### src/rtl/pba_mul.sv
`timescale 1ns / 1ps
module pba_mul (
	input  logic               clk,
	input  logic signed [31:0] a,
	input  logic signed [31:0] b,
	output logic signed [63:0] prod_q
);

	// Registered 32x32 signed product
	always_ff @(posedge clk) begin
		prod_q <= a * b;
	end

endmodule

### config.mk
export PLATFORM = sky130hd
export DESIGN_NAME = pba_mul
export DESIGN_NICKNAME = d
export VERILOG_FILES = /design/src/rtl/pba_mul.sv
export SDC_FILE = /design/constraint.sdc
export NUM_CORES = 2
export LEC_CHECK = 0
export ABC_AREA = 0
export BUFFER_PORTS_ARGS = -buffer_cell sky130_fd_sc_hd__buf_2
export CORE_MARGIN = 1
export CORE_UTILIZATION = 51
export CTS_BUF_LIST = sky130_fd_sc_hd__clkbuf_4
export CTS_CLUSTER_DIAMETER = 150
export DETAILED_ROUTE_END_ITERATION = 8
export HOLD_SLACK_MARGIN = 0.02
export PLACE_DENSITY = 0.71
export SKIP_LAST_GASP = 1
export SLEW_MARGIN = 20
export SYNTH_ARGS = -nofsm -noshare
export SYNTH_HDL_FRONTEND = slang
export SYNTH_SLANG_ARGS = --single-unit
### constraint.sdc
create_clock -name clk -period 8.9 [get_ports clk]
set_input_delay 0.445 -clock clk [delete_from_list [all_inputs] [get_ports clk]]
set_output_delay 0.445 -clock clk [all_outputs]
set_load 0.05 [all_outputs]
==> flow_summary.yaml <==
synthesis:
  ys_warn_count: 0
  ys_top_cells_by_count: "sky130_fd_sc_hd__fa_1 (1,082), sky130_fd_sc_hd__inv_1 (952), sky130_fd_sc_hd__and2_1 (516)"
  synth_largest_type_area_fraction: 0.582
  ys.flop_type: "sky130_fd_sc_hd__dfxtp_1"
  netlist.top_cell.by_area: "sky130_fd_sc_hd__fa_1"
  syn-num-nets: 5215
  yosys-top-cells-area: "sky130_fd_sc_hd__fa_1 (58%), sky130_fd_sc_hd__inv_1 (9.6%), sky130_fd_sc_hd__and2_1 (8.7%)"
  yosysUniqueCellTypes: 63
  syn_area_per_cell_sq_um: 9.59
  synth_sequential_area_ratio: 0.0344
  synth.ff_latch_count: 64
  postSynthCellCount: 3884
  synth-edff-count: 0
  synth-async-reset-ratio: 0
  syn-cell-area_sq_um: 37200
  most_repeated_cell_in_the_gate_level_netlist_after_synthesis: "sky130_fd_sc_hd__fa_1"
clocking:
  cts_sinks: 64
  clkSlewWorstSetupHoldPaths_ps: 200
  clockRootBuffer: "sky130_fd_sc_hd__clkbuf_4"
  cts-root-to-sink-buffers: 2
  htreeDepth: 3
  cts_buffers: 9
  holdBufCountCts: 0
  cts.repair_timing.setup_buffer_count: 0
  tritoncts: "built"
  post_cts_resize_count: 0
placement:
  place.port_buffers: 128
  place_congestion: 0.938
  place.detailed.hpwl_um: 82300
worst_setup_path:
  setup.worst_path.end_class: "flip-flop"
  timing.critical_path.arrival_ps: 8470
  cpPeakStageDelay_ps: 610
  crit_path_start_kind: "input pin"
  cell_repeated_most_along_the_worst_path: "sky130_fd_sc_hd__fa_1"
  timing.critical_path.fanout_max: 29
  setup.worst_path.class: "in -> reg"
  critPathRequiredTime_ps: 9400
  cp_slowest_cell: "sky130_fd_sc_hd__fa_1"
drt:
  drt.antenna.violating_nets: 0
  post_drt_wl_per_cell_um: 20.0
  route.detailed.vias_per_inst: 5.30
  overall_via_count_from_detail_route: 25683
  detail_route.drc_violations: 0
  routed_wirelength_um: 97000
  first_pass_iters: 7
  drt_iter0_drc: 1453
cells_and_area:
  reg_top3: "prod_q: 64 flops"
  num-nets-final: 5222
  largest_reg_flops: 64
  top_register: "prod_q"
  area_growth_syn_to_layout_pct: 4.76
  layout-drive-gt1-share: 0.0603
global_route:
  largest_net_degree_at_the_start_of_global_routing: 33
  global_route.overflow_total: 0
  global_route.usage.total: 0.283
  antenna_violations_before_repair: 14
  first_pass_grt_wire_length_um: 160000
  first_global_vias: 28322
worst_hold_path:
  holdCritPathClass: "in -> reg"
status:
  outcome: "complete, no violations"
sta:
  period_minus_slack_ps: 7960
  max_clock_freq_mhz: 126
  rsz0062_at_grt: "false"
  finalSetupTns_ps: 0
  finalSetupViolCount: 0
  finalMaxSlewViolations: 0
  timing_worst_slew_pin_value_ps: 982
  timing.final.crit_share: 0.895
  hold_viol_final: 0
  slew-limit-headroom: 0.345
floorplanning:
  die_area_sq_um: 74100
  die_width_um: 272
  die_h_um: 272
  std_cell_rows: 98
  initial_core_util: 0.518
  core_area_sq_um: 71900
  num_io_pins: 129
job:
  max_capacitance_violation_count: 0
## placed cells by master, fill, tap and decap left out, types with 2 or more instances in the layout
cell type and instances:
sky130_fd_sc_hd__a21o_1 23, sky130_fd_sc_hd__o211ai_1 3, sky130_fd_sc_hd__nand3_1 15, sky130_fd_sc_hd__o22a_1 2, sky130_fd_sc_hd__and2_1 516, sky130_fd_sc_hd__and3_1 7
sky130_fd_sc_hd__a31oi_1 12, sky130_fd_sc_hd__o21bai_1 15, sky130_fd_sc_hd__nor2_1 42, sky130_fd_sc_hd__nand2_1 511, sky130_fd_sc_hd__ha_1 184, sky130_fd_sc_hd__a211oi_2 3
sky130_fd_sc_hd__bufinv_16 2, sky130_fd_sc_hd__diode_2 4, sky130_fd_sc_hd__o21a_1 4, sky130_fd_sc_hd__o21ai_0 28, sky130_fd_sc_hd__a21o_2 2, sky130_fd_sc_hd__buf_2 128
sky130_fd_sc_hd__inv_1 952, sky130_fd_sc_hd__fa_1 1082, sky130_fd_sc_hd__nor3_1 6, sky130_fd_sc_hd__xnor2_1 53, sky130_fd_sc_hd__nand2b_1 9, sky130_fd_sc_hd__a21oi_1 68
sky130_fd_sc_hd__xor2_1 22, sky130_fd_sc_hd__nand4_1 7, sky130_fd_sc_hd__a21boi_0 3, sky130_fd_sc_hd__or3_1 4, sky130_fd_sc_hd__buf_4 67, sky130_fd_sc_hd__a211oi_1 4
sky130_fd_sc_hd__o31ai_1 6, sky130_fd_sc_hd__o21ai_2 2, sky130_fd_sc_hd__nor2b_1 3, sky130_fd_sc_hd__and4_1 3, sky130_fd_sc_hd__dfxtp_1 64, sky130_fd_sc_hd__clkbuf_4 11
## worst max-delay path: cells and delay by family
family | cells | cell delay (ps)
buffers and inverters | 6 | 1070
adder cells (fa/ha/maj) | 9 | 4540
AO/OA/AOI/OAI | 8 | 2070
XOR/XNOR | 1 | 130
AND/OR/NAND/NOR | 2 | 190
## cell type report
type / count / area (sq um)
antenna: 4 / 10.0
sequential: 64 / 1280
clock inverter: 5 / 81.3
tap: 950 / 1190
clock buffer: 11 / 82.6
multi-input combinational: 2668 / 31600
inverter: 952 / 3570
fill: 6400 / 32800
timing repair buffer: 196 / 1160
## kinds of logic (layout without fill, tap and decap cells)
family                   count (synthesis)  count (layout)  synth area share
AO/OA/AOI/OAI                          193             193            0.0346
other                                    0               4                 0
buffers and inverters                 1152            1164             0.116
AND/OR/NAND/NOR                       1134            1134             0.154
XOR/XNOR                                75              75            0.0176
adder cells (fa/ha/maj)               1266            1266             0.643
flip-flops                              64              64            0.0344
## final timing paths
| check | start | to | slack (ps) | cells after the start |
|---|---|---|---|---|
| hold / removal | b[0] | prod_q[0] | 220 | 2 |
| setup / recovery | b[18] | prod_q[60] | 940 | 26 |
## layer usage
metal | track usage | vias up | routed length, um
met3 | 0.0478 | 156 | 7050
met2 | 0.465 | 946 | 47400
met5 | 0 | - | 129
met1 | 0.388 | 13503 | 39800
met4 | 0.0787 | 22 | 2650
li1 | - | 11056 | -
## through the flow
step	instances	worst slack [ps]	area [sq um]	util	hold WS, ps
after floorplan	3884	1190	37200	-	572
after detailed placement	4830	387	38800	0.541	859
after global routing	4849	560	39000	0.543	181
final	4850	936	39000	0.543	223
after global placement	4830	412	38800	0.541	860
after CTS	4846	1010	39000	0.543	161
Power is not shown: default switching activity piles up to over one toggle a cycle in this logic, so the estimate is an artifact.
