File: src/rtl/pba_pkg.sv
`timescale 1ns / 1ps
package pba_pkg;

	localparam int MAX_ORDER = 3;
	localparam int MAX_TERMS = 20;
	localparam int TERM_W    = 5;
	localparam int ORD_W     = 2;
	localparam int SIZE_W    = 11;
	localparam int CRD_W     = 10;
	localparam int ACC_W     = 54;

	localparam logic signed [31:0] Q_ONE = 32'sh0001_0000;

	// Shared divider: 48-bit dividend, 32-bit divisor, one quotient bit per cycle
	localparam int DIV_NW    = 48;
	localparam int DIV_DW    = 32;
	localparam int DIV_CNT_W = 6;

	localparam logic [2:0] REG_MAX_DEG    = 3'd0;
	localparam logic [2:0] REG_APPLY_MODE = 3'd1;
	localparam logic [2:0] REG_SIZE_X     = 3'd2;
	localparam logic [2:0] REG_SIZE_Y     = 3'd3;
	localparam logic [2:0] REG_SIZE_Z     = 3'd4;

	localparam logic [2:0] MODE_SUB  = 3'd0;
	localparam logic [2:0] MODE_ADD  = 3'd1;
	localparam logic [2:0] MODE_MUL  = 3'd2;
	localparam logic [2:0] MODE_DIV  = 3'd3;
	localparam logic [2:0] MODE_POLY = 3'd4;

	localparam logic OP_VOXEL = 1'b0;
	localparam logic OP_LOAD  = 1'b1;

	localparam logic [1:0] STATUS_OK   = 2'd0;
	localparam logic [1:0] STATUS_SAT  = 2'd1;
	localparam logic [1:0] STATUS_DIV0 = 2'd2;

	localparam logic [1:0] AXIS_X = 2'd0;
	localparam logic [1:0] AXIS_Y = 2'd1;
	localparam logic [1:0] AXIS_Z = 2'd2;

	typedef enum logic [3:0] {
		S_IDLE,
		S_NORM_GO,
		S_NORM_WAIT,
		S_TERM_INIT,
		S_FACT_GO,
		S_FACT_WAIT,
		S_COEF_WAIT,
		S_APPLY,
		S_COMB,
		S_MULT_WAIT,
		S_DIV_WAIT,
		S_DONE
	} state_t;

	typedef struct packed {
		logic              start;
		logic [DIV_NW-1:0] num;
		logic [DIV_DW-1:0] den;
	} div_req_t;

	typedef struct packed {
		logic              done;
		logic [DIV_NW-1:0] quo;
	} div_rsp_t;

	typedef struct packed {
		logic               sat;
		logic signed [31:0] val;
	} sat_t;

	function automatic sat_t sat32(input logic signed [63:0] v);
		sat_t r;
		if (v > 64'sd2147483647) begin
			r.sat = 1'b1;
			r.val = 32'sh7FFF_FFFF;
		end else if (v < -64'sd2147483648) begin
			r.sat = 1'b1;
			r.val = 32'sh8000_0000;
		end else begin
			r.sat = 1'b0;
			r.val = v[31:0];
		end
		return r;
	endfunction

endpackage

File: src/rtl/pba_div.sv
`timescale 1ns / 1ps
module pba_div (
	input  logic              clk,
	input  logic              arst_n,
	input  pba_pkg::div_req_t req,
	output pba_pkg::div_rsp_t rsp
);

	logic                              busy_q;
	logic                              done_q;
	logic [pba_pkg::DIV_CNT_W-1:0]     cnt_q;
	logic [pba_pkg::DIV_NW-1:0]        num_q;
	logic [pba_pkg::DIV_DW-1:0]        rem_q;
	logic [pba_pkg::DIV_DW-1:0]        den_q;
	logic [pba_pkg::DIV_DW:0]          shifted;
	logic [pba_pkg::DIV_DW+1:0]        diff;
	logic                              ge;

	// Restoring division: shift one dividend bit into the remainder per cycle
	assign shifted = {rem_q, num_q[pba_pkg::DIV_NW-1]};
	assign diff    = {1'b0, shifted} - {2'b00, den_q};
	assign ge      = ~diff[pba_pkg::DIV_DW+1];

	always_ff @(posedge clk or negedge arst_n) begin
		if (!arst_n) begin
			busy_q <= 1'b0;
			done_q <= 1'b0;
			cnt_q  <= '0;
		end else begin
			done_q <= 1'b0;
			if (req.start) begin
				busy_q <= 1'b1;
				cnt_q  <= '0;
			end else if (busy_q) begin
				cnt_q <= cnt_q + 1'b1;
				if (cnt_q == pba_pkg::DIV_CNT_W'(pba_pkg::DIV_NW - 1)) begin
					busy_q <= 1'b0;
					done_q <= 1'b1;
				end
			end
		end
	end

	always_ff @(posedge clk) begin
		if (req.start) begin
			num_q <= req.num;
			den_q <= req.den;
			rem_q <= '0;
		end else if (busy_q) begin
			num_q <= {num_q[pba_pkg::DIV_NW-2:0], ge};
			rem_q <= ge ? diff[pba_pkg::DIV_DW-1:0] : shifted[pba_pkg::DIV_DW-1:0];
		end
	end

	assign rsp.done = done_q;
	assign rsp.quo  = num_q;

endmodule

File: config.mk
export PLATFORM = sky130hd
export DESIGN_NAME = pba_div
export DESIGN_NICKNAME = d
export VERILOG_FILES = /design/src/rtl/pba_pkg.sv /design/src/rtl/pba_div.sv
export SDC_FILE = /design/constraint.sdc
export NUM_CORES = 1
export LEC_CHECK = 0
export BUFFER_PORTS_ARGS = -buffer_cell sky130_fd_sc_hd__buf_4
export CORE_MARGIN = 8
export CORE_UTILIZATION = 45
export DETAILED_ROUTE_END_ITERATION = 10
export GPL_TIMING_DRIVEN = 0
export MAX_ROUTING_LAYER = met4
export PLACE_DENSITY = 0.66
export SYNTH_ARGS = -nofsm -noshare
export SYNTH_HDL_FRONTEND = slang
export SYNTH_SLANG_ARGS = --single-unit
File: constraint.sdc
create_clock -name clk -period 3.4 [get_ports clk]
set_clock_uncertainty 0.1 [all_clocks]
set_input_delay 0.51 -clock clk [delete_from_list [all_inputs] [get_ports clk]]
set_output_delay 0.51 -clock clk [all_outputs]
set_load 0.01 [all_outputs]
==> impl_metrics.csv, run 1 <==
group,metric,value,unit
status,outcome,"completed",
routing,vias,5481,
placed_design,dp_cells,961,
global_route,grt_pass1_vias,5946,
die,dieArea,19400,um^2
worst_setup_path,path_max_fanout,3,
global_route,grt_max_degree,41,
final_layout,finalNonFillerCells,993,
yosys,ys.flop_type,"edfxtp_1",
power,p_leak,0.00376,uW
routing,drc_errors,0,
placed_design,port_buffers,131,
yosys,syn_area,6840,um^2
die,die_x,139,um
die,rows,45,
routing,ant_nets,0,
worst_setup_path,rr_worst_depth,12,
global_route,grt_pass1_wl,29.3,mm
yosys,syn-num-nets,758,
yosys,syn_inst,641,
yosys,ys_async_sr_fraction,6.67,%
worst_setup_path,arrival,3370,ps
cts,clkLatencyLatePin,430,ps
sta,relSlewSlack,49.8,%
yosys,ys_types,72,
cts,cts_root_buf,"clkbuf_16",
global_route,antenna_found_initial,0,
yosys,synth_edf_count,80,
final_layout,fin_nets,909,
final_layout,layout_common_cells,"buf_4 (135), edfxtp_1 (80), nand2_1 (67)",
sta,setup_tns,0,ps
routing,via_per_inst,5.52,
routing,drt_wl_total,17.7,mm
hold_path,hold_depth,1,
worst_setup_path,path_class,"reg -> reg",
cts,cts_made_buffers,17,
final_layout,n_antenna_cell,0,
flow_run,cap_viol_max_count,0,
routing,drtIter0Drc,263,
global_route,grt_usage,19.2,%
yosys,yosysSeqAreaShare,47.4,%
sta,setup_violations,0,
die,pin_count,132,
power,power.total,6780,uW
final_layout,drive_above_1_share,32.5,%
sta,rsz0062_at_grt,"false",
cts,cts_buffer_depth,2,
sta,fin_crit_sh,92.3,%
yosys,synth_area_per_cell,10.7,um^2
global_route,met2_usage,30.5,%
power,power_density,780,nW/um^2
power,vdd_drop_max,0.503,mV
global_route,gr-usage-met1,22.6,%
die,die_h,139,um
sta,final_hold_viol_count,0,
routing,wl_per_cell,17.8,um
final_layout,final_common_cell,"buf_4",
cts,htreeDepth,4,
die,core,15000,um^2
sta,period_needed,3140,ps
cts,cts.clk_slew.worst_paths,60,ps
sta,tightest_slew,753,ps
yosys,yosysWarnings,0,
sta,maxSlewViolCount,0,
final_layout,fillers,1267,
worst_setup_path,cp-start-kind,"flop",
worst_setup_path,cp.required,3640,ps
cts,cts_tree,"yes",
cts,clock_sinks,120,
global_route,busiest_layer,"met2",
final_layout,area_delta_synth_final,27.1,%
placed_design,dpl.hpwl,13.2,mm
hold_path,hold_path_class,"in -> reg",
cts,cts_setup_buffers,0,
placed_design,gp_congestion,0.872,
routing,drt_pre_antenna_iters,5,
global_route,overflow,0,
yosys,synth_seq_cells,120,
die,start_util,45.5,%
global_route,grtUsageMet3,7.01,%
worst_setup_path,critPathCaptureType,"flop",
sta,clock.fmax,0.319,GHz
cell type report:
cell class              instances  area [um^2]  area share [%]
plain buffers                  32          173            1.99
clock buffers                  19          443            5.09
clock inverters                13          148            1.70
inverters                      48          180            2.07
multi-input cells             440         3260            37.5
flip-flops and latches        120         3240            37.3
well taps                     188          235            2.71
repair buffers                133         1010            11.7
worst max-delay path: stages (launching register included):
cell	delay, ps
edfxtp_1	420
inv_1	80
ha_1	170
inv_1	60
fa_1	420
a211oi_2	340
o21ai_1	150
a21o_1	180
a21o_1	210
a2111oi_0	430
a41o_2	170
o21ai_1	80
a311oi_2	250
cells by family (layout without fill, tap and decap cells):
| logic type | after synthesis | in the layout | synth area share (%) |
|---|---|---|---|
| multiplexers | 50 | 50 | 8.20 |
| AO/OA/AOI/OAI | 151 | 151 | 17.7 |
| XOR/XNOR | 20 | 20 | 2.56 |
| flip-flops | 120 | 120 | 47.4 |
| adder cells (fa/ha/maj) | 34 | 34 | 6.33 |
| AND/OR/NAND/NOR | 185 | 185 | 12.5 |
| buffers and inverters | 81 | 245 | 5.21 |
path summary, 6_finish.rpt:
kind	slack [ps]	startpoint	end
max	260	num_q[47]	rem_q[10]
min	160	req[3]	den_q[3]
min reg2reg	400	rem_q[31]	rem_q[31]
max reg2reg	260	num_q[47]	rem_q[10]
min in group asynchronous	370	arst_n	cnt_q[2]
max in group asynchronous	2700	arst_n	cnt_q[4]
per-stage QoR:
stage | util, % | hold WS [ps] | area [um^2] | worst slack [ps]
global route | 57.8 | 145 | 8690 | 27.7
global placement | 53.6 | 229 | 8060 | -576
detailed placement | 53.7 | 234 | 8080 | 133
floorplan | - | 114 | 6840 | 530
CTS | 57.7 | 149 | 8680 | 109
finish | 57.8 | 160 | 8690 | 263
synthesized netlist by cell type (9+ instances only):
cell type,n,area (um^2)
nor2_1,50,188
dfxtp_1,32,641
nand2_1,67,251
o21ai_0,15,75.1
mux2_2,48,541
ha_1,33,413
a311oi_2,17,255
a21oi_1,30,150
edfxtp_1,80,2400
a21o_1,14,105
nand3_1,11,55.1
clkbuf_1,17,63.8
xnor2_1,11,96.3
inv_1,48,180
xor2_1,9,78.8
power by group:
| group | internal (uW) | switching [uW] | leakage, uW |
|---|---|---|---|
| Clock | 1110 | 704 | 0.000282 |
| Sequential | 1860 | 223 | 0.00119 |
| Combinational | 1290 | 1590 | 0.00229 |
layer usage:
| metal | wire [um] | part of all wire (%) | vias to the layer above |
|---|---|---|---|
| met5 | 0 | 0 | - |
| met4 | 264 | 1.5 | 0 |
| met3 | 1320 | 7.5 | 24 |
| met2 | 8170 | 46 | 184 |
| met1 | 7910 | 45 | 2613 |
| li1 | - | - | 2660 |
registers in the layout (all words and copies together) (netlist names):
name    cells
cnt_q       6
busy_q      1
den_q      32
num_q      48
rem_q      32
done_q      1
what timing repair did:
item                       CTS  global route
hold buffers                 1             0
setup endpoints to repair    0             4
hold endpoints to repair     8             0
gates resized for setup      0             4
(Power assumes the default switching activity.)
==> inputs of run 2 (changes only) <==
CORE_UTILIZATION = 50   (was 45)
PLACE_DENSITY = 0.72   (was 0.66)
==> impl_metrics.csv, run 2 (synthesis gave the netlist of run 1 again) <==
group,metric,value,unit
routing,wl_per_cell,18.5,um
global_route,grt_max_degree,37,
routing,drt_wl_total,18.2,mm
cts,htreeDepth,4,
power,p_leak,0.00373,uW
sta,period_needed,3230,ps
cts,cts_root_buf,"clkbuf_16",
hold_path,hold_path_class,"in -> reg",
global_route,grt_pass1_vias,6013,
worst_setup_path,slowest_stage,"a2111oi_1",
global_route,busiest_layer,"met2",
power,vdd_drop_max,0.552,mV
final_layout,regMostFlops,"num_q",
final_layout,layout_common_cells,"buf_4 (135), edfxtp_1 (80), nand2_1 (67)",
global_route,met2_usage,35.0,%
global_route,grtUsageMet3,7.65,%
final_layout,drive_above_1_share,32.4,%
final_layout,multiInputGateArea,3250,um^2
final_layout,seqCellArea,3240,um^2
final_layout,top_regs,"num_q (48), den_q (32), rem_q (32)",
die,die_h,133,um
die,rows,42,
cts,cts_buffer_depth,2,
sta,final_hold_viol_count,0,
final_layout,final_common_cell,"buf_4",
routing,drtIter0Drc,360,
worst_setup_path,cp_cell_sequence,"inv_1 > ha_1 > inv_1 > fa_1 > a211oi_2 > o21ai_1 > nand4_1 > nand4_1 > a311oi_2 > nor2_1 > a2111oi_1 > o21a_1",
global_route,antenna_found_initial,0,
routing,ant_nets,0,
cts,cts_made_buffers,17,
routing,vias,5605,
final_layout,fillers,1036,
final_layout,utilization,65.0,%
worst_setup_path,cp.required,3660,ps
final_layout,largest_register_ffs,48,
routing,drt_pre_antenna_iters,5,
die,dieArea,17700,um^2
global_route,overflow,0,
cts,cts.clk_slew.worst_paths,60,ps
cts,cts_tree,"yes",
final_layout,area_delta_synth_final,26.4,%
worst_setup_path,cp-start-kind,"flop",
sta,worst_slack,170,ps
routing,via_per_inst,5.71,
sta,setup_tns,0,ps
placed_design,post-place-ws,66.4,ps
placed_design,gp_congestion,0.910,
flow_run,cap_viol_max_count,0,
sta,tightest_slew,778,ps
global_route,grt_usage,21.3,%
cts,clock_sinks,120,
worst_setup_path,path_max_fanout,3,
worst_setup_path,cp_num_buf_inv,2,
status,outcome,"completed",
worst_setup_path,crit_path_max_incr_delay,440,ps
sta,clock.fmax,0.310,GHz
sta,rsz0062_at_grt,"true",
die,core,13300,um^2
final_layout,fin_nets,909,
worst_setup_path,path_class,"reg -> reg",
placed_design,port_buffers,131,
final_layout,n_antenna_cell,0,
routing,drc_errors,0,
sta,relSlewSlack,48.1,%
placed_design,dpl.hpwl,13.6,mm
worst_setup_path,arrival,3490,ps
worst_setup_path,critPathTopFamily,"compound AO/OA/AOI/OAI gates",
global_route,grt_pass1_wl,29.4,mm
die,die_x,133,um
power,power_density,773,nW/um^2
worst_setup_path,r2r_slack,170,ps
die,pin_count,132,
global_route,gr-usage-met1,23.9,%
sta,maxSlewViolCount,0,
cts,clkLatencyLatePin,410,ps
worst_setup_path,critPathCaptureType,"flop",
die,start_util,51.4,%
sta,fin_crit_sh,95.0,%
sta,setup_violations,0,
run 2: changes by cell type in the layout (fill, tap and decap cells not counted), sizes merged:
cell	delta
inv	-1
bufinv	-1
clkinvlp	+3
clkinv	-1
run 2: where the power goes:
group / internal (uW) / total [uW] / leakage [uW] / switching (uW)
combinational: 1290 / 2900 / 0.00228 / 1620
sequential: 1860 / 2080 / 0.00119 / 221
clock: 1030 / 1700 / 0.000258 / 674
total: 4170 / 6680 / 0.00373 / 2510
run 2: metal layers:
layer | vias up | part of all wire, %
met4 | 0 | 1.5
li1 | 2660 | -
met1 | 2720 | 42
met2 | 201 | 48
met5 | - | 0
met3 | 24 | 8.2
run 2: cell type report:
type,instances,area share [%]
Tap cell,176,2.55
Clock inverter,13,1.43
Sequential cell,120,37.5
Clock buffer,19,5.12
Buffer,32,2.00
Timing Repair Buffer,133,11.7
Inverter,48,2.08
Multi-Input combinational cell,440,37.6
run 2: stage by stage:
step | cell area (um^2) | total power, uW | hold WS, ps | std cells
2_1_floorplan | 6840 | 4170 | 114 | 641
3_3_place_gp | 8040 | 4840 | 233 | 948
3_5_place_dp | 8060 | 4930 | 233 | 949
4_1_cts | 8640 | 6660 | 154 | 982
5_1_grt | 8640 | 7080 | 151 | 981
6_report | 8640 | 6680 | 171 | 981
run 2: path summary, 6_finish.rpt:
kind	cells past startpoint	startpoint	to
min in group asynchronous	2	arst_n	done_q
max	12	num_q[47]	rem_q[24]
max reg2reg	12	num_q[47]	rem_q[24]
min reg2reg	2	rem_q[26]	rem_q[26]
max in group asynchronous	2	arst_n	cnt_q[1]
min	1	req[5]	den_q[5]
run 2: timing repair:
action	in CTS	in global routing
hold endpoints to repair	8	0
gates resized for setup	0	3
setup endpoints to repair	0	4
buffers inserted	0	0
hold buffers	1	0
